<file path="config.mk">
export PLATFORM = sky130hd
export DESIGN_NAME = pida_cell
export DESIGN_NICKNAME = d
export VERILOG_FILES = /design/src/hw/rtl/assert_macros.svh /design/src/hw/rtl/pida_pkg.sv /design/src/hw/rtl/pida_cell.sv
export SDC_FILE = /design/constraint.sdc
export NUM_CORES = 1
export LEC_CHECK = 0
export BUFFER_PORTS_ARGS = -buffer_cell sky130_fd_sc_hd__clkbuf_2
export CAP_MARGIN = 15
export CORE_ASPECT_RATIO = 0.5
export CORE_MARGIN = 4
export CORE_UTILIZATION = 30
export CTS_CLUSTER_DIAMETER = 60
export DETAILED_ROUTE_END_ITERATION = 12
export HOLD_SLACK_MARGIN = 0.08
export PLACE_DENSITY = 0.67
export RECOVER_POWER = 50
export SLEW_MARGIN = 15
export SYNTH_ARGS = -nofsm -noshare
export SYNTH_HDL_FRONTEND = slang
export SYNTH_SLANG_ARGS = --single-unit
</file>
<file path="constraint.sdc">
create_clock -name clk -period 4.1 [get_ports clk]
set_input_delay 0.205 -clock clk [delete_from_list [all_inputs] [get_ports clk]]
set_output_delay 0.205 -clock clk [all_outputs]
set_load 0.05 [all_outputs]
</file>
<file path="src/hw/rtl/assert_macros.svh">
// Assertion macros used by the RTL of the positional array.
`ifndef ASSERT_MACROS_SVH
`define ASSERT_MACROS_SVH

// Clocked assertion that is switched off while reset is high.
`define PIDA_ASSERT(name, clk, rst, prop, msg) \
  name: assert property (@(posedge clk) disable iff (rst) prop) else $error(msg);

// Clocked assertion that also holds while reset is high.
`define PIDA_ASSERT_ALWAYS(name, clk, prop, msg) \
  name: assert property (@(posedge clk) prop) else $error(msg);

`endif

</file>
<file path="src/hw/rtl/pida_pkg.sv">
// Package with the transaction types, codes and cell controls of the positional array.
`timescale 1ns / 1ps

package pida_pkg;

  localparam int CMD_W      = 3;
  localparam int POS_W      = 7;
  localparam int VALUE_W    = 32;
  localparam int STATUS_W   = 2;
  localparam int SLOT_W     = 6;
  localparam int ENTRIES_W  = 7;

  localparam logic [CMD_W-1:0] CMD_CLEAR  = 3'd0;
  localparam logic [CMD_W-1:0] CMD_APPEND = 3'd1;
  localparam logic [CMD_W-1:0] CMD_INSERT = 3'd2;
  localparam logic [CMD_W-1:0] CMD_DELETE = 3'd3;
  localparam logic [CMD_W-1:0] CMD_LIST   = 3'd4;

  localparam logic [STATUS_W-1:0] STAT_OK      = 2'd0;
  localparam logic [STATUS_W-1:0] STAT_BAD_POS = 2'd1;
  localparam logic [STATUS_W-1:0] STAT_FULL    = 2'd2;
  localparam logic [STATUS_W-1:0] STAT_EMPTY   = 2'd3;

  typedef struct packed {
    logic [CMD_W-1:0]          command;
    logic [POS_W-1:0]          position;
    logic signed [VALUE_W-1:0] value;
  } cmd_t;

  typedef struct packed {
    logic [STATUS_W-1:0]       status;
    logic signed [VALUE_W-1:0] element;
    logic [SLOT_W-1:0]         slot;
    logic [ENTRIES_W-1:0]      entries;
    logic                      last;
  } res_t;

  typedef enum logic [1:0] {
    CELL_HOLD,
    CELL_INSERT,
    CELL_DELETE,
    CELL_ROTATE
  } cell_op_t;

  typedef struct packed {
    cell_op_t op;
    logic     tap_en;
  } cell_ctl_t;

endpackage

</file>
<file path="src/hw/rtl/pida_cell.sv">
// One storage cell of the array chain with its shift, load and rotate selection.
`timescale 1ns / 1ps

module pida_cell #(
  parameter int INDEX      = 0,
  parameter int DATA_WIDTH = 32,
  parameter int CNT_W      = 7
) (
  input  logic                  clk,
  input  pida_pkg::cell_ctl_t   ctl,
  input  logic [CNT_W-1:0]      pidx,
  input  logic [CNT_W-1:0]      tail,
  input  logic [DATA_WIDTH-1:0] value,
  input  logic [DATA_WIDTH-1:0] prev_data,
  input  logic [DATA_WIDTH-1:0] next_data,
  input  logic [DATA_WIDTH-1:0] head_data,
  output logic [DATA_WIDTH-1:0] data,
  output logic [DATA_WIDTH-1:0] tap
);

  localparam logic [CNT_W-1:0] ME = CNT_W'(INDEX);

  logic [DATA_WIDTH-1:0] data_next;

  always_comb begin
    data_next = data;
    unique case (ctl.op)
      pida_pkg::CELL_INSERT: begin
        if (ME == pidx) begin
          data_next = value;
        end else if (ME > pidx) begin
          data_next = prev_data;
        end
      end
      pida_pkg::CELL_DELETE: begin
        if (ME >= pidx) begin
          data_next = next_data;
        end
      end
      pida_pkg::CELL_ROTATE: begin
        if (ME == tail) begin
          data_next = head_data;
        end else if (ME < tail) begin
          data_next = next_data;
        end
      end
      default: begin
        data_next = data;
      end
    endcase
  end

  // Only the addressed cell shows its word on the tap, so the taps can be ORed.
  assign tap = (ctl.tap_en && (ME == pidx)) ? data : '0;

  always_ff @(posedge clk) begin
    data <= data_next;
  end

endmodule

</file>
==> metrics.txt <==
status=completed; DP Wirelength=7890 µm; htree depth=2; Leakage=1.74 nW; CTS tree=built; synthesis-stage register bit count=32; Final ANT Viol Nets=0; setup slack after layout=1.15 ns; share of cells above drive strength 1=46.4%; Total Nets Final=632; DR vias=3249; total grt overflow=0; Die Wd=149 µm; Worst-path clk slew=0.06 ns; vias in the first global route=3203; synth warn=0; largest reg by FF count=data; Final Hold Viols=0; async set-reset flop share out of synthesis=0%; Final GP Congestion=0.817; post-CTS sizing=0; Area Growth Syn to Fin=37.2%; Final Instance Area=4100 µm²; library cells used by synthesis=22; initial antenna violation count=0; PD cells=257 nW/µm²; final period utilization=72.0%; WHS=0.335 ns; port bufs=209; Post-CTS Setup Inserts=0; Synth area leader=edfxtp_1; total I/O pin count=210; pre-CTS setup slack=1.60 ns; Largest regs=data (32); f_max=339 MHz; DIE HEIGHT=78.5 µm; required time of the critical path=3.89 ns; worst-margin pin slew=1.18 ns; Setup-failing EPs final=0; setup_tns=0 ns; starting density of the core=31.2%; max-slew violations=0; Placed Instance Area=4050 µm²; Mapped Area=2980 µm²; CTS Buf Count=5; Clock Root Buffer=clkbuf_16; net count after synthesis=454; synth top area cells=edfxtp_1 (32%), nor4b_2 (16%), a2111oi_1 (10%), a211oi_1 (8.1%), and3_1 (6.7%); Hold Path End=data[10]; cts hold-fix bufs=0; WP data arrival=2.75 ns; DRC Markers=0; Max-Cap Viols=0; crit path launch type=primary input; sequential fraction of the synthesis area=32.2%; Top FF cell, synth=edfxtp_1; Peak VDD IR=0.163 mV; min Tclk post-route=2.95 ns; syn_area_per_cell=9.69 µm²; core area=9570 µm²; max FFs per register=32; total power=1.05 mW; Mapped Cells=308; Hold Path Stages=3; post-synth top area share=32.2%; first-pass iteration count of the detailed router=4; Worst setup EP type=output port; largest net degree at the start of global routing=88; initial DRC count=243; crit-path max FO=64; critical path class=in -> out; number of flops mapped to enable cells by yosys=32; n_diodes=0; WL per Instance=18.2 µm; hold path start=value[10]; Max clock buf depth=2; row cnt=25; Hold Crit Class=in -> reg; global-route usage over all layers=18.2%; vias per cell=5.22; final WL=11300 µm; RSZ-0062 raised after global routing=false; Worst slew margin=21.5%; first-pass GRT wire length=17200 µm; die area=11700 µm²; CTS sink count=32
-- worst max-delay path by stage --
stage,from,end,slack [ns],cells past startpoint
after floorplan,pidx[3],data[0],1.74,5
after global placement,pidx[3],tap[2],1.67,7
after detailed placement,pidx[3],tap[10],1.60,7
after CTS,pidx[3],tap[10],1.61,7
after global routing,pidx[3],tap[9],0.85,7
final,pidx[3],tap[10],1.15,7
-- per-stage QoR --
| stage | std cells | utilization (%) |
|---|---|---|
| after floorplan | 308 | - |
| after global routing | 622 | 42.8 |
| after detailed placement | 614 | 42.3 |
| after CTS | 622 | 43.8 |
| final | 622 | 42.8 |
| after global placement | 614 | 42.3 |
-- per-layer routing --
layer,wire [µm],vias up,global-route usage [%]
met2,6010,82,33.1
met3,448,8,3.17
li1,-,1579,-
met1,4740,1580,23.0
met4,118,0,3.29
met5,0,-,0
-- critical path: stages --
cell	delay, ns
clkbuf_1	0.08
nor4_1	0.32
buf_4	0.44
and2_2	0.24
clkbuf_2	0.85
and3_1	0.29
clkbuf_2	0.28
-- final cells by class --
cell class	count	area, µm²
clock buffers	5	125
clock inverters	3	13.8
fillers	1026	5480
multi-input cells	232	1780
flip-flops and latches	32	961
well taps	135	169
repair buffers	215	1050
-- cells by family after synthesis --
kind of cell | after synthesis | share of synthesized area (%)
AO/OA/AOI/OAI | 96 | 24.1
AND/OR/NAND/NOR | 135 | 35.9
flip-flops | 32 | 32.2
buffers and inverters | 44 | 7.50
adder cells (fa/ha/maj) | 1 | 0.335
-- layout by cell type, fill, tap and decap left out, types with 5 or more instances in the layout --
cell,count
a21oi_1,32
nor4b_2,30
nand2b_1,32
nor2_1,32
a211oi_1,32
clkbuf_1,33
clkbuf_16,5
edfxtp_1,32
buf_4,6
a2111oi_0,30
and3_1,32
clkbuf_2,176
-- power by group --
part	internal (mW)	switching, mW	leakage (nW)
clock	0.220	0.131	0.0710
sequential	0.393	0.0148	0.306
combinational	0.0991	0.195	1.36
Power figures use the tool's default switching activity.
